### src/sv/assert_macros.svh
// ----------------------------------------------------------------------------
// assert_macros.svh
// Concurrent assertion helpers used by the stream top level.
// ----------------------------------------------------------------------------
`ifndef ASSERT_MACROS_SVH
`define ASSERT_MACROS_SVH

// Check that a property holds at every rising clock edge outside reset.
`define ASSERT_ALWAYS(lbl, clk, rst_n, prop, msg) \
	lbl: assert property (@(posedge clk) disable iff (!rst_n) (prop)) else $error(msg);

// Check that an antecedent implies a consequent in the same cycle.
`define ASSERT_IMPLIES(lbl, clk, rst_n, ante, cons, msg) \
	lbl: assert property (@(posedge clk) disable iff (!rst_n) (ante) |-> (cons)) \
		else $error(msg);

`endif

### src/sv/c2u_pkg.sv
// ----------------------------------------------------------------------------
// c2u_pkg
// Types, character codes, code page table and UTF-8 encoder of the transcoder.
// ----------------------------------------------------------------------------
package c2u_pkg;

	// Control characters that steer the stream
	localparam logic [7:0] CHR_NUL = 8'h00;
	localparam logic [7:0] CHR_LF  = 8'h0A;
	localparam logic [7:0] CHR_CR  = 8'h0D;

	// UTF-8 lead and continuation marks
	localparam logic [7:0] UTF8_LEAD2 = 8'hC0;
	localparam logic [7:0] UTF8_LEAD3 = 8'hE0;
	localparam logic [7:0] UTF8_CONT  = 8'h80;
	localparam logic [5:0] UTF8_MASK  = 6'h3F;

	// Queue between classifier and emitter
	localparam int QDEPTH = 4;
	localparam int QPTR_W = $clog2(QDEPTH);
	localparam int QCNT_W = $clog2(QDEPTH + 1);

	// Maximum bytes one input word produces
	localparam int MAX_OUT = 4;
	localparam int IDX_W   = $clog2(MAX_OUT);

	// Code points for bytes 0x80-0x9F; unassigned slots give the replacement char
	localparam logic [15:0] HI_MAP [32] = '{
		16'h20AC, 16'hFFFD, 16'h201A, 16'h0192, 16'h201E, 16'h2026, 16'h2020, 16'h2021,
		16'h02C6, 16'h2030, 16'h0160, 16'h2039, 16'h0152, 16'hFFFD, 16'h017D, 16'hFFFD,
		16'hFFFD, 16'h2018, 16'h2019, 16'h201C, 16'h201D, 16'h2022, 16'h2013, 16'h2014,
		16'h02DC, 16'h2122, 16'h0161, 16'h203A, 16'h0153, 16'hFFFD, 16'h017E, 16'h0178
	};

	// Class of one input byte
	typedef enum logic [1:0] {
		CLS_TEXT,
		CLS_NUL,
		CLS_LF,
		CLS_CR
	} c2u_cls_t;

	// One queued group of output bytes caused by one input word
	typedef struct packed {
		logic [MAX_OUT-1:0][7:0] data;
		logic [IDX_W-1:0]        last_idx;
		logic                    has_data;
		logic                    text_end;
	} c2u_entry_t;

	// Queue status seen by the front, the back and the top level
	typedef struct packed {
		logic              full;
		logic              empty;
		logic [QCNT_W-1:0] count;
	} c2u_qstat_t;

	// Encoded UTF-8 sequence of one code point
	typedef struct packed {
		logic [2:0][7:0] b;
		logic [1:0]      len;
	} c2u_utf8_t;

	function automatic c2u_utf8_t utf8_enc(input logic [15:0] cp);
		c2u_utf8_t r;
		r = '0;
		if (cp < 16'h0080) begin
			r.b[0] = cp[7:0];
			r.len  = 2'd1;
		end else if (cp < 16'h0800) begin
			r.b[0] = UTF8_LEAD2 | {3'b000, cp[10:6]};
			r.b[1] = UTF8_CONT | {2'b00, cp[5:0] & UTF8_MASK};
			r.len  = 2'd2;
		end else begin
			r.b[0] = UTF8_LEAD3 | {4'b0000, cp[15:12]};
			r.b[1] = UTF8_CONT | {2'b00, cp[11:6] & UTF8_MASK};
			r.b[2] = UTF8_CONT | {2'b00, cp[5:0] & UTF8_MASK};
			r.len  = 2'd3;
		end
		return r;
	endfunction

endpackage

### src/sv/c2u_in_if.sv
// ----------------------------------------------------------------------------
// c2u_in_if
// Input word channel: one code page byte and its end-of-buffer mark.
// ----------------------------------------------------------------------------
interface c2u_in_if;
	logic       valid;
	logic       ready;
	logic [7:0] in_byte;
	logic       last_byte;

	modport source (output valid, output in_byte, output last_byte, input ready);
	modport sink   (input valid, input in_byte, input last_byte, output ready);
endinterface

### src/sv/c2u_out_if.sv
// ----------------------------------------------------------------------------
// c2u_out_if
// Output word channel: one UTF-8 byte with its run and text end flags.
// ----------------------------------------------------------------------------
interface c2u_out_if;
	logic       valid;
	logic       ready;
	logic [7:0] out_byte;
	logic       byte_valid;
	logic       run_last;
	logic       text_end;

	modport source (output valid, output out_byte, output byte_valid, output run_last,
		output text_end, input ready);
	modport sink   (input valid, input out_byte, input byte_valid, input run_last,
		input text_end, output ready);
endinterface

### src/sv/c2u_front.sv
// ----------------------------------------------------------------------------
// c2u_front
// Classify input words, track the held CR and NUL stop, and build the byte
// group that each word produces.
// ----------------------------------------------------------------------------
module c2u_front
	import c2u_pkg::*;
(
	input  logic           clk,
	input  logic           arst_n,
	c2u_in_if.sink         rx,
	input  c2u_qstat_t     qstat,
	output logic           push,
	output c2u_entry_t     entry
);

	logic        held_cr_q;
	logic        stopped_q;
	logic        held_cr_d;
	logic        stopped_d;
	logic        accept;
	c2u_cls_t    cls;
	logic [15:0] cp;
	c2u_utf8_t   enc;
	logic [IDX_W:0] n;

	assign rx.ready = !qstat.full;
	assign accept   = rx.valid && rx.ready;

	// Classify the incoming byte
	always_comb begin
		case (rx.in_byte) inside
			CHR_NUL: cls = CLS_NUL;
			CHR_LF:  cls = CLS_LF;
			CHR_CR:  cls = CLS_CR;
			default: cls = CLS_TEXT;
		endcase
	end

	// Map to a code point and encode it
	always_comb begin
		if (rx.in_byte[7:5] == 3'b100) begin
			cp = HI_MAP[rx.in_byte[4:0]];
		end else begin
			cp = {8'h00, rx.in_byte};
		end
		enc = utf8_enc(cp);
	end

	// Build the byte group and next state
	always_comb begin
		entry     = '0;
		n         = '0;
		held_cr_d = held_cr_q;
		stopped_d = stopped_q;
		if (!stopped_q) begin
			case (cls)
				CLS_NUL: begin
					if (held_cr_q) begin
						entry.data[n[IDX_W-1:0]] = CHR_CR;
						n = n + 1'b1;
					end
					held_cr_d = 1'b0;
					stopped_d = 1'b1;
				end
				CLS_LF: begin
					held_cr_d = 1'b0;
					entry.data[n[IDX_W-1:0]] = CHR_LF;
					n = n + 1'b1;
				end
				CLS_CR: begin
					if (held_cr_q) begin
						entry.data[n[IDX_W-1:0]] = CHR_CR;
						n = n + 1'b1;
					end
					held_cr_d = 1'b1;
				end
				default: begin
					if (held_cr_q) begin
						entry.data[n[IDX_W-1:0]] = CHR_CR;
						n = n + 1'b1;
					end
					held_cr_d = 1'b0;
					for (int i = 0; i < 3; i++) begin
						if (2'(i) < enc.len) begin
							entry.data[n[IDX_W-1:0]] = enc.b[i];
							n = n + 1'b1;
						end
					end
				end
			endcase
		end
		entry.has_data = 1'b1;
		// Flush at the end of the buffer; emit a bare marker if nothing else
		if (rx.last_byte) begin
			if (held_cr_d) begin
				entry.data[n[IDX_W-1:0]] = CHR_CR;
				n = n + 1'b1;
			end
			if (n == '0) begin
				entry.has_data = 1'b0;
				n = n + 1'b1;
			end
			entry.text_end = 1'b1;
			held_cr_d      = 1'b0;
			stopped_d      = 1'b0;
		end
		entry.last_idx = IDX_W'(n - 1'b1);
	end

	assign push = accept && (n != '0);

	// Advance stream state on each accepted word
	always_ff @(posedge clk or negedge arst_n) begin
		if (!arst_n) begin
			held_cr_q <= 1'b0;
			stopped_q <= 1'b0;
		end else if (accept) begin
			held_cr_q <= held_cr_d;
			stopped_q <= stopped_d;
		end
	end

endmodule

### src/sv/c2u_fifo.sv
// ----------------------------------------------------------------------------
// c2u_fifo
// Short queue of byte groups between the classifier and the emitter.
// ----------------------------------------------------------------------------
module c2u_fifo
	import c2u_pkg::*;
(
	input  logic        clk,
	input  logic        arst_n,
	input  logic        push,
	input  c2u_entry_t  wdata,
	input  logic        pop,
	output c2u_entry_t  head,
	output c2u_qstat_t  qstat
);

	c2u_entry_t          mem_q [QDEPTH];
	logic [QPTR_W-1:0]   wr_ptr_q;
	logic [QPTR_W-1:0]   rd_ptr_q;
	logic [QCNT_W-1:0]   count_q;
	logic                do_push;
	logic                do_pop;

	assign qstat.count = count_q;
	assign qstat.full  = (count_q == QCNT_W'(QDEPTH));
	assign qstat.empty = (count_q == '0);
	assign do_push     = push && !qstat.full;
	assign do_pop      = pop && !qstat.empty;
	assign head        = mem_q[rd_ptr_q];

	// Store pushed groups
	always_ff @(posedge clk) begin
		if (do_push) begin
			mem_q[wr_ptr_q] <= wdata;
		end
	end

	// Advance pointers and occupancy
	always_ff @(posedge clk or negedge arst_n) begin
		if (!arst_n) begin
			wr_ptr_q <= '0;
			rd_ptr_q <= '0;
			count_q  <= '0;
		end else begin
			if (do_push) begin
				wr_ptr_q <= wr_ptr_q + 1'b1;
			end
			if (do_pop) begin
				rd_ptr_q <= rd_ptr_q + 1'b1;
			end
			if (do_push && !do_pop) begin
				count_q <= count_q + 1'b1;
			end else if (do_pop && !do_push) begin
				count_q <= count_q - 1'b1;
			end
		end
	end

endmodule

### src/sv/c2u_back.sv
// ----------------------------------------------------------------------------
// c2u_back
// Walk head group bytes to the output register, one per cycle unless tx stalls.
// ----------------------------------------------------------------------------
module c2u_back
	import c2u_pkg::*;
(
	input  logic        clk,
	input  logic        arst_n,
	input  c2u_entry_t  head,
	input  c2u_qstat_t  qstat,
	output logic        pop,
	c2u_out_if.source   tx
);

	logic [IDX_W-1:0] idx_q;
	logic             valid_q;
	logic [7:0]       byte_q;
	logic             byte_valid_q;
	logic             run_last_q;
	logic             text_end_q;
	logic             advance;
	logic             load;
	logic             at_last;

	assign advance = !valid_q || tx.ready;
	assign load    = advance && !qstat.empty;
	assign at_last = (idx_q == head.last_idx);
	assign pop     = load && at_last;

	assign tx.valid      = valid_q;
	assign tx.out_byte   = byte_q;
	assign tx.byte_valid = byte_valid_q;
	assign tx.run_last   = run_last_q;
	assign tx.text_end   = text_end_q;

	// Hold or refill the output word
	always_ff @(posedge clk or negedge arst_n) begin
		if (!arst_n) begin
			valid_q <= 1'b0;
			idx_q   <= '0;
		end else if (advance) begin
			valid_q <= !qstat.empty;
			if (load) begin
				idx_q <= at_last ? '0 : idx_q + 1'b1;
			end
		end
	end

	// Output payload
	always_ff @(posedge clk) begin
		if (load) begin
			byte_q       <= head.has_data ? head.data[idx_q] : 8'h00;
			byte_valid_q <= head.has_data;
			run_last_q   <= at_last;
			text_end_q   <= at_last && head.text_end;
		end
	end

endmodule

### src/sv/cp1252_to_utf8_stream.sv
// ----------------------------------------------------------------------------
// cp1252_to_utf8_stream
// Windows-1252 to UTF-8 transcoder with CRLF folding and NUL termination.
//
//   channel | dir | payload                                   | handshake
//   rx      | in  | in_byte[7:0], last_byte                   | valid/ready
//   tx      | out | out_byte[7:0], byte_valid, run_last, text_end | valid/ready
//
// An input word is taken every cycle while the four-group queue has room;
// each word becomes zero to four output words, sent one per cycle from the
// output register while tx is ready, so throughput is bound by the
// emitter's byte rate. The first output word of an input word is written
// to the queue and then to the output register, from which tx takes it.
// arst_n clears the CR/NUL state, the queue and the output valid.
// tx stalls back up through the queue to rx.ready independently.
// ----------------------------------------------------------------------------
`include "assert_macros.svh"

module cp1252_to_utf8_stream
	import c2u_pkg::*;
(
	input  logic      clk,
	input  logic      arst_n,
	c2u_in_if.sink    rx,
	c2u_out_if.source tx
);

	c2u_qstat_t qstat;
	c2u_entry_t push_entry;
	c2u_entry_t head;
	logic       push;
	logic       pop;

	// Classify and group
	c2u_front u_front (
		.clk    (clk),
		.arst_n (arst_n),
		.rx     (rx),
		.qstat  (qstat),
		.push   (push),
		.entry  (push_entry)
	);

	// Decouple the two sides
	c2u_fifo u_fifo (
		.clk    (clk),
		.arst_n (arst_n),
		.push   (push),
		.wdata  (push_entry),
		.pop    (pop),
		.head   (head),
		.qstat  (qstat)
	);

	// Emit bytes
	c2u_back u_back (
		.clk    (clk),
		.arst_n (arst_n),
		.head   (head),
		.qstat  (qstat),
		.pop    (pop),
		.tx     (tx)
	);

	`ASSERT_ALWAYS(a_qcount_bound, clk, arst_n, qstat.count <= QCNT_W'(QDEPTH), "queue overflow")
	`ASSERT_IMPLIES(a_bare_marker, clk, arst_n, tx.valid && !tx.byte_valid, tx.run_last && tx.text_end, "bare marker without end flags")
	`ASSERT_IMPLIES(a_end_is_run_last, clk, arst_n, tx.valid && tx.text_end, tx.run_last, "text end not on run end")
	`ASSERT_IMPLIES(a_out_from_queue, clk, arst_n, $rose(tx.valid), $past(!qstat.empty), "output without queued group")

endmodule

### src/flat_wrapper.sv
// flat-port wrapper written by rule: the top's interface ports become plain ports
module cp1252_to_utf8_stream_flat import c2u_pkg::*;
  (clk, arst_n, rx_valid, rx_in_byte, rx_last_byte, rx_ready, tx_valid, tx_out_byte, tx_byte_valid, tx_run_last, tx_text_end, tx_ready);
  c2u_in_if rx_i ();
  c2u_out_if tx_i ();
  input  logic clk;
  input  logic arst_n;
  input wire logic [$bits(rx_i.valid)-1:0] rx_valid;
  input wire logic [$bits(rx_i.in_byte)-1:0] rx_in_byte;
  input wire logic [$bits(rx_i.last_byte)-1:0] rx_last_byte;
  output wire logic [$bits(rx_i.ready)-1:0] rx_ready;
  output wire logic [$bits(tx_i.valid)-1:0] tx_valid;
  output wire logic [$bits(tx_i.out_byte)-1:0] tx_out_byte;
  output wire logic [$bits(tx_i.byte_valid)-1:0] tx_byte_valid;
  output wire logic [$bits(tx_i.run_last)-1:0] tx_run_last;
  output wire logic [$bits(tx_i.text_end)-1:0] tx_text_end;
  input wire logic [$bits(tx_i.ready)-1:0] tx_ready;
  assign rx_i.valid = rx_valid;
  assign rx_i.in_byte = rx_in_byte;
  assign rx_i.last_byte = rx_last_byte;
  assign rx_ready = rx_i.ready;
  assign tx_valid = tx_i.valid;
  assign tx_out_byte = tx_i.out_byte;
  assign tx_byte_valid = tx_i.byte_valid;
  assign tx_run_last = tx_i.run_last;
  assign tx_text_end = tx_i.text_end;
  assign tx_i.ready = tx_ready;
  cp1252_to_utf8_stream u_core (.clk(clk), .arst_n(arst_n), .rx(rx_i), .tx(tx_i));
endmodule
### config.mk
export PLATFORM = sky130hd
export DESIGN_NAME = cp1252_to_utf8_stream_flat
export DESIGN_NICKNAME = d
export VERILOG_FILES = /design/src/sv/c2u_pkg.sv /design/src/sv/c2u_in_if.sv /design/src/sv/c2u_out_if.sv /design/src/sv/c2u_front.sv /design/src/sv/c2u_fifo.sv /design/src/sv/c2u_back.sv /design/src/sv/cp1252_to_utf8_stream.sv /design/src/flat_wrapper.sv
export VERILOG_INCLUDE_DIRS = /design/src /design/src/sv
export SDC_FILE = /design/constraint.sdc
export NUM_CORES = 1
export LEC_CHECK = 0
export ABC_AREA = 1
export BUFFER_PORTS_ARGS = -buffer_cell sky130_fd_sc_hd__buf_2
export CORE_MARGIN = 5
export CORE_UTILIZATION = 55
export DETAILED_ROUTE_END_ITERATION = 8
export PLACE_DENSITY = 0.73
export SLEW_MARGIN = 20
export SYNTH_ARGS = -nofsm -noshare
export SYNTH_HDL_FRONTEND = slang
export SYNTH_HIERARCHICAL = 1
export SYNTH_SLANG_ARGS = --single-unit
### constraint.sdc
create_clock -name clk -period 4.7 [get_ports clk]
set_input_delay 0.94 -clock clk [delete_from_list [all_inputs] [get_ports clk]]
set_output_delay 0.94 -clock clk [all_outputs]
set_load 0.01 [all_outputs]
Word-level counts from Yosys, hierarchy flattened
Memory sizes are Yosys's and may differ from the RTL's.
Index checks and enable logic that the tools add are counted.
{"block": "totals", "ff_bits": 23, "input_bits": 13, "mem_bits_rw": 144, "mem_count": 2, "rom_bits": 512, "out_inout_bits": 13}
{"name": "(name not given)", "words": 32, "word_bits": 16, "rd": 1, "rd_clocked_by_memory_dff": 0, "write_ports": 0, "line_no": "c2u_front.sv:43", "text": "cp = HI_MAP[rx.in_byte[4:0]];"}
{"name": "u_core.u_fifo.mem_q", "words": 4, "word_bits": 36, "rd": 1, "rd_clocked_by_memory_dff": 0, "write_ports": 1, "line_no": "c2u_fifo.sv:17", "text": "c2u_entry_t mem_q [QDEPTH];"}
{"block": "classes", "n_bitwise": 4, "n_reduce_logical": 27, "n_lt_le_gt_ge": 15, "add_sub_neg": 11, "eq_ne": 8, "mux": 67}
{"operator": "two-way mux 32 bit", "n": 10}
{"operator": "bitwise mux 32 bit", "n": 3}
{"operator": "two-way mux 16 bit", "n": 5}
{"operator": "demux 8 bit (select 2 bit)", "n": 4}
{"operator": "two-way mux 8 bit", "n": 8}
{"operator": "two-way mux 3 bit", "n": 16}
{"operator": "two-way mux 24 bit", "n": 1}
{"operator": "bitwise AND 20 bit", "n": 1}
{"operator": "inverter 20 bit", "n": 1}
{"operator": "adder 3 x 1 -> 3 bit (second input constant)", "n": 6}
{"operator": "binary-select mux 8 bit (select 2 bit)", "n": 1}
{"operator": "equality test 8 x 4 -> 1 bit (second input constant)", "n": 2}
{"operator": "< comparator 16 x 12 -> 1 bit (second input constant)", "n": 1}
{"operator": "< comparator 16 x 8 -> 1 bit (second input constant)", "n": 1}
{"operator": "case mux 8 bit (2 select lines)", "n": 1}
{"operator": "< comparator 2 x 3 -> 1 bit (second input constant)", "n": 5}
{"operator": "logical AND 1 bit", "n": 13}
{"operator": "OR 12 bit", "n": 1}
{"operator": "two-way mux 1 bit", "n": 10}
{"operator": "two-way mux 10 bit", "n": 1}
{"operator": "two-way mux 2 bit", "n": 5}
{"operator": ">= comparator 2 x 1 -> 1 bit (second input constant)", "n": 4}
{"operator": "zero test 8 bit", "n": 1}
{"operator": "adder 2 x 1 -> 2 bit (second input constant)", "n": 3}
{"operator": "20 further kinds", "n": 28}

Logic depth before layout (Yosys ltp)
Gate-level depths: netlist of the first run.
{"block": "depth", "depth_word": 33, "mapped_depth": 39, "mapped_depth_nobuf": 38}

Modules after synthesis
Netlist of the first run, hierarchy kept.
{"module": "c2u_fifo", "area_each_um2": 6239.7, "seq_area_each_um2": 4499.3, "cells_each": 481, "n_inst": 1}
{"module": "c2u_front", "area_each_um2": 2087.0, "seq_area_each_um2": 50.0, "cells_each": 393, "n_inst": 1}
{"module": "c2u_back", "area_each_um2": 902.1, "seq_area_each_um2": 405.4, "cells_each": 126, "n_inst": 1}

Worst setup path after synthesis of the first run
Ideal clock, no wire load.
{"block": "synth_path", "path_kind": "input to register", "startpoint": "input rx_in_byte[0]", "endpoint": "memory u_core/u_fifo/mem_q[0][0] (netlist bit) (enable)", "required_time_ns": 4.271, "path_slack_ns": -1.611, "t_arrival_ns": 5.881, "setup_ns": 0.429, "path_buffers": 0, "stages": 27, "cell_sequence": "inv_1 -> ha_1 -> or2_0 -> nand3_1 -> nand2_1 -> nor2_4 -> nand2_4 -> inv_2 -> fa_1 -> or2_1 -> nand2_2 -> ha_1 -> nand2_1 -> nand2_2 -> inv_1 -> ha_1 -> nand3_1 -> nor2_1 -> inv_1 -> nand2_1 -> nand2_1 -> ha_1 -> nand2_1 -> nand2_1 -> nand2_1 -> nand2_1 -> nor2_1"}
{"block": "synth_between", "elab_chain_len": 31}
{"item": "from (decl)", "line_no": "flat_wrapper.sv:9", "text": "input wire logic [$bits(rx_i.in_byte)-1:0] rx_in_byte;"}
{"item": "inverter 5 -> 6 bit (implied by the code)", "line_no": "c2u_front.sv:43"}
{"item": "memory (32 x 16 bit)"}
{"item": "two-way mux 16 bit (implied by the code) (2 in series)", "line_no": "c2u_front.sv:43"}
{"item": "two-way mux 16 bit", "line_no": "c2u_front.sv:42", "text": "if (rx.in_byte[7:5] == 3'b100) begin"}
{"item": "< comparator 16 x 12 -> 1 bit", "line_no": "c2u_pkg.sv:70", "text": "end else if (cp < 16'h0800) begin"}
{"item": "two-way mux 16 bit", "line_no": "c2u_pkg.sv:70"}
{"item": "two-way mux 10 bit", "line_no": "c2u_pkg.sv:67", "text": "if (cp < 16'h0080) begin"}
{"item": "< comparator 1 x 2 -> 1 bit", "line_no": "c2u_front.sv:85", "text": "if (2'(i) < enc.len) begin"}
{"item": "[... 15 more ...]"}
{"item": "two-way mux 3 bit", "line_no": "c2u_front.sv:100", "text": "if (n == '0) begin"}
{"item": "two-way mux 3 bit (*)", "line_no": "c2u_front.sv:95", "text": "if (rx.last_byte) begin"}
{"item": "nonzero test 3 bit (*)", "line_no": "c2u_front.sv:111", "text": "assign push = accept && (n != '0);"}
{"item": "logical AND 1 bit (*)", "line_no": "c2u_front.sv:111"}
{"item": "named net u_core.push", "line_no": "cp1252_to_utf8_stream.sv:31", "text": "logic push;"}
{"item": "logical AND 1 bit (*)", "line_no": "c2u_fifo.sv:27", "text": "assign do_push = push && !qstat.full;"}
{"item": "two-way mux 1 bit (*)", "line_no": "c2u_fifo.sv:33", "text": "if (do_push) begin"}
{"item": "two-way mux 1 bit (implied by the code) (*)", "line_no": "c2u_fifo.sv:34", "text": "mem_q[wr_ptr_q] <= wdata;"}
{"item": "to (decl)", "line_no": "c2u_fifo.sv:17"}
Mark *: on every way through the listed nets, which the timed path passes. The rest lies on a longest branch. The select of a mux whose other input is x is not followed.

Final worst setup path of the first run
{"block": "layout_path", "startpoint": "input rx_in_byte[0]", "endpoint": "register u_core.u_fifo.count_q[2]"}
{"block": "layout_between", "elab_chain_len": 32}
{"item": "inverter 5 -> 6 bit (implied by the code)", "line_no": "c2u_front.sv:43"}
{"item": "memory (32 x 16 bit)"}
{"item": "two-way mux 16 bit (implied by the code) (2 in series)", "line_no": "c2u_front.sv:43"}
{"item": "two-way mux 16 bit", "line_no": "c2u_front.sv:42"}
{"item": "< comparator 16 x 12 -> 1 bit", "line_no": "c2u_pkg.sv:70"}
{"item": "two-way mux 16 bit", "line_no": "c2u_pkg.sv:70"}
{"item": "two-way mux 10 bit", "line_no": "c2u_pkg.sv:67"}
{"item": "< comparator 1 x 2 -> 1 bit", "line_no": "c2u_front.sv:85"}
{"item": "[... 17 more ...]"}
{"item": "nonzero test 3 bit (*)", "line_no": "c2u_front.sv:111"}
{"item": "logical AND 1 bit (*)", "line_no": "c2u_front.sv:111"}
{"item": "named net u_core.push", "line_no": "cp1252_to_utf8_stream.sv:31"}
{"item": "logical AND 1 bit (*)", "line_no": "c2u_fifo.sv:27"}
{"item": "named net u_core.u_fifo.do_push", "line_no": "c2u_fifo.sv:21", "text": "logic do_push;"}
{"item": "zero test 1 bit", "line_no": "c2u_fifo.sv:53", "text": "end else if (do_pop && !do_push) begin"}
{"item": "logical AND 1 bit", "line_no": "c2u_fifo.sv:53"}
{"item": "nonzero test 2 bit (no source line)"}
{"item": "to (signal assigned)", "line_no": "c2u_fifo.sv:52", "text": "count_q <= count_q + 1'b1;"}
{"item": "to (signal assigned)", "line_no": "c2u_fifo.sv:54", "text": "count_q <= count_q - 1'b1;"}
{"item": "to (decl)", "line_no": "c2u_fifo.sv:20", "text": "logic [QCNT_W-1:0] count_q;"}
Marks and branches as above.
A chain may end at the register's enable or synchronous reset.

==> results_dict.tcl, run 1 <==
set metrics [dict create \
    gp_congestion 0.9666 \
    cp_slowest_cell "fa_1" \
    crit_buf_inv 8 \
    finalMaxSlewViolations 0 \
    drive_above_1_share 0.2242 \
    max_freq_ghz 0.2119 \
    r2r-start "u_core/u_front/held_cr_q" \
    ys_ff_latch 167 \
    arrival_ns 5.04 \
    htreeDepth 4 \
    cp-start-kind "primary input" \
    place_ws_ns -0.5120 \
    drt_iter0_markers 739 \
    syn_inst 1000 \
    netlist_top_cells_area "edfxtp_1 (50%), nand2_1 (13%), o211ai_1 (6.3%)" \
    synth_edf_count 155 \
    clkLatencyLatePin_ns 0.42 \
    finClkSkew_ns 0.008848 \
    yosys.area.top_type_share 0.5043 \
    hold_path_class "primary input to asynchronous set/reset pin" \
    clk_pin_slew_ns 0.07 \
    cts_made_buffers 17 \
    wl_per_cell_um 16.73 \
    track_usage 0.2220 \
    violations "negative setup slack" \
    first_pass_iters 8 \
    ys.flop_type "edfxtp_1" \
    crit_path_frequent_cell "nand2_2" \
    power_density_nw_per_um2 511.9 \
    finalCriticalPeriod_ns 4.719 \
    fin_cells 1353 \
    fp.dieH_um 139.5 \
    cts_tree "done" \
    regArea_um2 4955 \
    clkSinkCount 167 \
    antenna_found_initial 0 \
    drc 0 \
    fill_cells 1215 \
    cts_buffer_depth 2 \
    vdd_drop_max_uv 396.4 \
    rsz0062_at_grt "true" \
    root_buffer "clkbuf_16" \
    fin_ws_ns -0.01942 \
    max_slew_margin 0.3669 \
    multi_input_area_um2 3496 \
    outcome "finished, violations left" \
    vias 7373 \
    synth_cell_type_count 42 \
    tightest_slew_ns 0.9496 \
    fin_nets 1160 \
    portBuffers 25 \
    drtAntennaViolNets 0 \
    rows 47 \
    dieWidth_um 139.5 \
    avgSynthCellArea_um2 9.229 \
    syn_area_um2 9229 \
    finalSetupViolations 1 \
    placed_cells 1284 \
    ys_seq_area_frac 0.5369 \
    final_common_cell "nand2_1" \
    core_area_um2 16520 \
    synth_top_area_cell "edfxtp_1" \
    period_share 1.004 \
    cellLeakagePower_nw 5.020 \
    start_util 0.5585 \
    crit_start "rx_in_byte[0]" \
    path_delay_family "simple AND/OR/NAND/NOR gates" \
    wl_um 22630 \
    required_ns 5.02 \
    power_mw 5.704 \
    dieArea_um2 19470 \
    area_growth_pct 20.73 \
    end_kind "register" \
    viasPerCell 5.449 \
    first_global_vias 6895 \
    synthArstFlopShare 0.07186 \
    hold_viol 0 \
    mostFrequentLayoutCells "nand2_1 (301), edfxtp_1 (155), inv_1 (138)" \
    io_pins 26 \
    grt_start_max_net_pins 101 \
    finish.utilization 0.6743 \
    num_antenna_cells 0 \
    hpwl_um 14300 \
    grt-ovfl-total 0 \
    worst_path_largest_cell_delay_ns 0.41 \
    yosysWarningCount 6 \
    grt_pass1_wl_um 34510 \
    critPathKind "primary input to register" \
    critPathMaxFanout 3 \
    maxCapViolCount 0 \
]
## final timing paths
path	endpoint	slack [ns]	depth (start not counted)
setup / recovery	u_core/u_fifo/count_q[2]	-0.02	35
hold / removal	u_core/u_back/tx.valid	0.41	1
setup reg to reg	u_core/u_fifo/count_q[2]	0.64	27
hold reg to reg	u_core/u_back/tx.valid	0.49	2
max in group asynchronous	u_core/u_front/held_cr_q	4.04	1
min in group clk	u_core/u_back/tx.valid	0.49	2
## metrics by stage
stage	hold slack, ns	TNS (ns)	instance area, um^2
after floorplan	0.4628	-54.65	9369
after global placement	0.4772	-37.09	10020
after detailed placement	0.4784	-54.14	10020
after CTS	0.4018	0	10760
after global routing	0.4154	-9.509	11140
final	0.4070	-0.01942	11140
## cell usage after synthesis (12+ instances only)
master	number
nand2_2	12
o21ai_1	15
dfrtp_1	12
inv_2	17
nor2_1	36
ha_1	25
a21oi_1	32
nand3_1	54
inv_1	146
edfxtp_1	155
buf_6	15
o211ai_1	77
nand2_1	313
o21ai_0	18
## registers in the layout, indices dropped and copies added (netlist names)
register and flops:
u_core/u_fifo/rd_ptr_q 2, u_core/u_front/stopped_q 1, u_core/u_back/tx.out_byte 8, u_core/u_front/held_cr_q 1
u_core/u_back/tx.text_end 1, u_core/u_fifo/wr_ptr_q 2, u_core/u_fifo/mem_q 144, u_core/u_back/tx.valid 1
u_core/u_back/tx.run_last 1, u_core/u_back/tx.byte_valid 1, u_core/u_fifo/count_q 3, u_core/u_back/idx_q 2
## layout make-up
cell class,count,share of cell area
Sequential cell,167,0.4447
Multi-Input combinational cell,632,0.3138
Timing Repair Buffer,139,0.1084
Inverter,163,0.05626
Clock buffer,24,0.04716
Tap cell,220,0.02471
Clock inverter,8,0.005053
## metal layers
| layer | share of wire | routed length [um] | GRT usage |
|---|---|---|---|
| met5 | 0 | 0 | 0 |
| met2 | 0.48 | 10830 | 0.3646 |
| met1 | 0.43 | 9640 | 0.3045 |
| met3 | 0.075 | 1704 | 0.03328 |
| met4 | 0.020 | 452 | 0.07649 |
## cell families (layout without fill, tap and decap cells)
logic type / Yosys count / after routing / share of synthesized area
simple gates: 440 / 440 / 0.2015
buf+inv: 203 / 334 / 0.1089
flops: 167 / 167 / 0.5369
compound gates: 157 / 157 / 0.1100
fa+ha+maj: 27 / 27 / 0.03823
xor+xnor: 4 / 4 / 0.003797
other cells: 2 / 4 / 0.0008138
## power by group
part | leakage (nW) | total (mW) | switching [mW] | internal [mW]
Sequential | 1.59 | 2.17 | 0.146 | 2.03
Combinational | 3.14 | 2.19 | 1.39 | 0.797
Clock | 0.289 | 1.34 | 0.553 | 0.788
Total | 5.02 | 5.70 | 2.09 | 3.61
## timing repair
item,4_1_cts,5_1_grt
pin swaps,17,20
endpoints found under the setup margin,2,144
gates resized for setup,14,27
cloned,0,6
setup buffers,15,17
hold buffers,0,0
Power figures use the tool's default switching activity.
==> run 2, diff against run 1 <==
--- a/config.mk
+++ b/config.mk
@@ -7,7 +7,7 @@
 export NUM_CORES = 1
 export LEC_CHECK = 0
 export ABC_AREA = 1
-export BUFFER_PORTS_ARGS = -buffer_cell sky130_fd_sc_hd__buf_2
+export BUFFER_PORTS_ARGS = -buffer_cell sky130_fd_sc_hd__clkbuf_2
 export CORE_MARGIN = 5
 export CORE_UTILIZATION = 55
 export DETAILED_ROUTE_END_ITERATION = 8
==> run 2 against run 1 <==
The flow still finishes with violations (negative setup slack). Wire length is 1.0% lower. Sequential power about the same. Die area stayed put. Sequential share of layout area is 0.77 points higher. Critical path depth shrank 3. Global-route usage decreased by 0.26 points. Setup slack worse by 0.052 ns. Register-to-register slack improved by 0.11 ns. Combinational power about the same. Non-clock buffer count fell by 10. Critical path type unchanged. Critical endpoint is now u_core/u_fifo/mem_q[0][31]. Highest routed layer unchanged.
==> results_dict.tcl, run 2 (synthesis results as in run 1) <==
set metrics [dict create \
    outcome "finished, violations left" \
    violations "negative setup slack" \
    tightest_slew_ns 1.027 \
    final_common_cell "nand2_1" \
    antenna_found_initial 0 \
    first_global_vias 6718 \
    worstRegToRegCells 24 \
    track_usage 0.2194 \
    required_ns 4.82 \
    cts_buffer_depth 2 \
    cts_made_buffers 17 \
    io_pins 26 \
    power_density_nw_per_um2 509.4 \
    grt_pass1_wl_um 33870 \
    dieArea_um2 19470 \
    maxCapViolCount 0 \
    regToRegEndpoint "u_core/u_fifo/mem_q[0][31]" \
    end_kind "register" \
    clkLatencyLatePin_ns 0.41 \
    path_delay_family "simple AND/OR/NAND/NOR gates" \
    finalSetupViolations 125 \
    cp-start-kind "primary input" \
    crit_path_frequent_cell "nand2_2" \
    max_freq_ghz 0.2096 \
    dpl_cell_area_um2 10030 \
    hold_viol 0 \
    cellLeakagePower_nw 4.907 \
    multi_input_area_um2 3458 \
    period_share 1.015 \
    gp_congestion 0.9723 \
    place_ws_ns -0.5101 \
    whs_ns 0.4354 \
    finish.utilization 0.6628 \
    setup_tns_ns -3.212 \
    grt-ovfl-total 0 \
    htreeDepth 4 \
    cts_tree "done" \
    regMostFlops "u_core/u_fifo/mem_q" \
    num_antenna_cells 0 \
    worst_path_largest_cell_delay_ns 0.41 \
    vias 7292 \
    cp_slowest_cell "fa_1" \
    mostFrequentLayoutCells "nand2_1 (303), edfxtp_1 (155), inv_1 (138)" \
    largest_register_ffs 144 \
    core_area_um2 16520 \
    viasPerCell 5.430 \
    fill_cells 1282 \
    root_buffer "clkbuf_16" \
    fp.dieH_um 139.5 \
    hold_path_class "primary input to asynchronous set/reset pin" \
    final_area_um2 10950 \
    hpwl_um 14900 \
    drc 0 \
    start_util 0.5585 \
    drtAntennaViolNets 0 \
    finalCriticalPeriod_ns 4.771 \
    wl_um 22390 \
    rows 47 \
    drt_iter0_markers 778 \
    arrival_ns 4.89 \
    clk_pin_slew_ns 0.06 \
    drive_above_1_share 0.2102 \
    rsz0062_at_grt "true" \
    vdd_drop_max_uv 392.6 \
    fin_nets 1150 \
    regArea_um2 4955 \
    dieWidth_um 139.5 \
    portBuffers 25 \
    grt_start_max_net_pins 110 \
    rrSetupSlack_ns 0.75 \
    hold_buffers 0 \
    fin_ws_ns -0.07093 \
    critPathMaxFanout 12 \
    critPathKind "primary input to register" \
    max_slew_margin 0.3153 \
    finClkSkew_ns 0.008668 \
    first_pass_iters 7 \
    finalMaxSlewViolations 0 \
    area_growth_pct 18.68 \
    clkSinkCount 167 \
    wl_per_cell_um 16.67 \
    crit_buf_inv 9 \
    r2r-start "u_core/u_front/held_cr_q" \
]
-- run 2: cell types whose count changed in the layout (fill, tap and decap cells not counted), moves of 3 or more --
cell,change
buf_6,+4
inv_4,-3
buf_2,-22
buf_4,-13
clkbuf_1,+4
clkbuf_2,+23
-- run 2: area by class of cell --
cell class,instances,area share
Clock buffer,24,0.04124
Clock inverter,8,0.004684
Sequential cell,167,0.4524
Timing Repair Buffer,129,0.1036
Inverter,163,0.05723
Multi-Input combinational cell,632,0.3157
Tap cell,220,0.02513
-- run 2: worst max path at each step --
stage | start | end | slack [ns] | cells after the start
after global routing | rx_in_byte[0] | u_core/u_fifo/count_q[2] | -0.27 | 35
after detailed placement | rx_in_byte[1] | u_core/u_fifo/count_q[1] | -0.51 | 34
after floorplan | rx_in_byte[1] | u_core/u_fifo/mem_q[0][0] | -0.39 | 30
final | rx_in_byte[1] | u_core/u_fifo/mem_q[0][31] | -0.07 | 32
after CTS | rx_in_byte[1] | u_core/u_fifo/count_q[2] | 0.003 | 37
after global placement | rx_in_byte[1] | u_core/u_fifo/count_q[2] | -0.38 | 36
-- run 2: timing repair --
action	4_1_cts	5_1_grt
cloned	0	6
setup endpoints to repair	2	147
buffers inserted	3	15
pin swaps	8	20
resized for setup	7	28
-- run 2: stage by stage --
stage / cells / power, mW
after floorplan: 1002 / 3.672
after global placement: 1287 / 4.089
after detailed placement: 1287 / 4.152
after CTS: 1322 / 5.363
after global routing: 1343 / 5.921
final: 1343 / 5.580
-- run 2: worst register-to-register path, stage by stage, from the launching register on --
cell	delay [ns]
dfrtp_1	0.61
inv_1	0.16
fa_1	0.49
or2_1	0.24
nand2_2	0.14
ha_4	0.22
nand2_2	0.05
nand2_2	0.05
inv_2	0.06
ha_4	0.15
nand3_4	0.08
nor2_4	0.12
inv_2	0.04
nand2_2	0.05
nand2_2	0.05
ha_2	0.16
nand2_1	0.06
nand2_1	0.05
nand2_2	0.09
nand2_4	0.06
buf_4	0.14
buf_8	0.13
nor2_4	0.11
buf_12	0.15
clkbuf_16	0.19
-- run 2: per-layer routing --
layer  track usage  wire length [um]  part of all wire
met2        0.3649             11110              0.50
met5             0                 0                 0
met3       0.04048              1503             0.067
met1        0.2928              9375              0.42
met4       0.07292               401             0.018
-- run 2: power by group --
part	leakage, nW	switching (mW)	internal (mW)
Clock	0.238	0.524	0.673
Combinational	3.08	1.39	0.808
Sequential	1.59	0.154	2.03
==> run 3, diff against run 2 <==
--- a/config.mk
+++ b/config.mk
@@ -8,10 +8,12 @@
 export LEC_CHECK = 0
 export ABC_AREA = 1
 export BUFFER_PORTS_ARGS = -buffer_cell sky130_fd_sc_hd__clkbuf_2
+export CELL_PAD_IN_SITES_DETAIL_PLACEMENT = 2
+export CELL_PAD_IN_SITES_GLOBAL_PLACEMENT = 2
 export CORE_MARGIN = 5
-export CORE_UTILIZATION = 55
+export CORE_UTILIZATION = 36
 export DETAILED_ROUTE_END_ITERATION = 8
-export PLACE_DENSITY = 0.73
+export PLACE_DENSITY = 0.75
 export SLEW_MARGIN = 20
 export SYNTH_ARGS = -nofsm -noshare
 export SYNTH_HDL_FRONTEND = slang
==> run 3 against run 2 <==
The flow now finishes without violations. Sequential power is essentially flat. Largest cell class unchanged. Critical endpoint is now u_core/u_fifo/count_q[2]. Worst hold slack lost 0.011 ns. Flip-flop and latch count is the same. Via count grew 5.0%. Count of clock-buffer cells in the layout shrank 7.
==> results_dict.tcl, run 3 (synthesis results as in run 1) <==
set metrics [dict create \
    outcome "completed" \
    power_mw 6.160 \
    htreeDepth 4 \
    worstRegToRegCells 25 \
    crit_start "rx_in_byte[1]" \
    grt_start_max_net_pins 81 \
    antenna_found_initial 0 \
    crit_path_frequent_cell "nand2_2" \
    viasPerCell 5.250 \
    finalCriticalPeriod_ns 4.681 \
    required_ns 5.03 \
    hold_viol 0 \
    vdd_drop_max_uv 317.9 \
    start_util 0.3665 \
    critPathMaxFanout 4 \
    finClkSkew_ns 0.01299 \
    setup_tns_ns 0 \
    area_growth_pct 22.90 \
    drtAntennaViolNets 0 \
    final_area_um2 11340 \
    clkPwrFrac 0.246 \
    drt_iter0_markers 546 \
    period_share 0.9960 \
    num_antenna_cells 0 \
    first_global_vias 8148 \
    finalMaxSlewViolations 0 \
    gp_congestion 0.8549 \
    p_sw_mw 2.397 \
    io_pins 26 \
    power_frac_seq 0.353 \
    r2r-start "u_core/u_front/stopped_q" \
    vias 7660 \
    mostFrequentLayoutCells "nand2_1 (300), edfxtp_1 (155), inv_1 (139)" \
    cp_slowest_cell "fa_1" \
    hpwl_um 20810 \
    grt-ovfl-total 0 \
    max_slew_margin 0.4526 \
    track_usage 0.2088 \
    maxCapViolCount 0 \
    wl_per_cell_um 21.87 \
    dpl_cell_area_um2 10240 \
    whs_ns 0.4245 \
    root_buffer "clkbuf_16" \
    core_area_um2 25180 \
    cp-start-kind "primary input" \
    drc 0 \
    worst_path_largest_cell_delay_ns 0.39 \
    finalSetupViolations 0 \
    fin_cells 1459 \
    placed_cells 1405 \
    pwr-share-comb 0.401 \
    end_kind "register" \
    cts_tree "done" \
    drive_above_1_share 0.2241 \
    cts_buffer_depth 2 \
    max_freq_ghz 0.2136 \
    critPathKind "primary input to register" \
    fin_nets 1156 \
    clkLatencyLatePin_ns 0.43 \
    regMostFlops "u_core/u_fifo/mem_q" \
    hold_path_class "primary input to asynchronous set/reset pin" \
    tightest_slew_ns 0.8211 \
    power_density_nw_per_um2 543.1 \
    clkSinkCount 167 \
    portBuffers 25 \
    p_int_mw 3.763 \
    swShare 0.3892 \
    clk_pin_slew_ns 0.08 \
    cts_made_buffers 17 \
    rsz0062_at_grt "true" \
    dieArea_um2 28940 \
    fp.dieH_um 170.1 \
    grt_pass1_wl_um 46690 \
    dieWidth_um 170.1 \
    cp-endpoint "u_core/u_fifo/count_q[2]" \
    cellLeakagePower_nw 5.030 \
    rows 58 \
    wl_um 31910 \
    largest_register_ffs 144 \
    arrival_ns 5.01 \
    regToRegEndpoint "u_core/u_fifo/count_q[2]" \
    first_pass_iters 4 \
    final_common_cell "nand2_1" \
    rrSetupSlack_ns 1.03 \
]
run 3: routing by layer:
metal / track usage / up-vias / share of wire
li1: - / 3546 / -
met1: 0.2673 / 3927 / 0.43
met2: 0.3790 / 151 / 0.52
met3: 0.02578 / 36 / 0.026
met4: 0.04549 / 0 / 0.018
met5: 0 / - / 0
run 3: per-stage QoR:
step / setup WS [ns] / utilization
finish: 0.01879 / 0.4504
global route: -0.2823 / 0.4504
CTS: 0.0005560 / 0.4339
detailed placement: -0.6623 / 0.4066
global placement: -0.4317 / 0.4066
floorplan: -0.3915 / -
run 3: layout make-up:
cell class	instances	area [um^2]
Tap cell	330	412.9
Sequential cell	167	4955
Clock inverter	15	201.4
Inverter	163	629.4
Fill cell	2704	13840
Clock buffer	17	425.4
Multi-Input combinational cell	632	3485
Timing Repair Buffer	135	1234
run 3: worst max-delay path, delay by kind of cell:
kind	cells	cell delay [ns]
AND/OR/NAND/NOR	21	1.92
adder cells (fa/ha/maj)	7	1.69
buffers and inverters	7	0.48
run 3: power groups by stage:
stage / logic (mW) / clock network, mW / registers (mW)
6_report: 2.47 / 1.51 / 2.18
3_5_place_dp: 2.15 / 0 / 2.20
5_1_grt: 2.70 / 1.60 / 2.20
4_1_cts: 2.23 / 1.53 / 2.17
3_3_place_gp: 2.04 / 0 / 2.17
2_1_floorplan: 1.50 / 0 / 2.17
run 3: worst min-delay path by stage:
stage	endpoint	slack, ns	depth (start not counted)
4_1_cts	u_core/u_fifo/count_q[0]	0.41	1
3_5_place_dp	u_core/u_back/tx.valid	0.50	2
6_report	u_core/u_fifo/count_q[0]	0.42	1
3_3_place_gp	u_core/u_back/tx.valid	0.49	2
5_1_grt	u_core/u_fifo/count_q[2]	0.43	1
2_1_floorplan	u_core/u_fifo/count_q[2]	0.46	2
run 3: timing repair:
| action | in CTS | in global routing |
|---|---|---|
| setup endpoints to repair | 131 | 146 |
| buffers inserted | 3 | 10 |
| gates resized for setup | 10 | 28 |
| pin swaps | 13 | 24 |
| hold buffers | 0 | 0 |
| gates cloned | 0 | 9 |
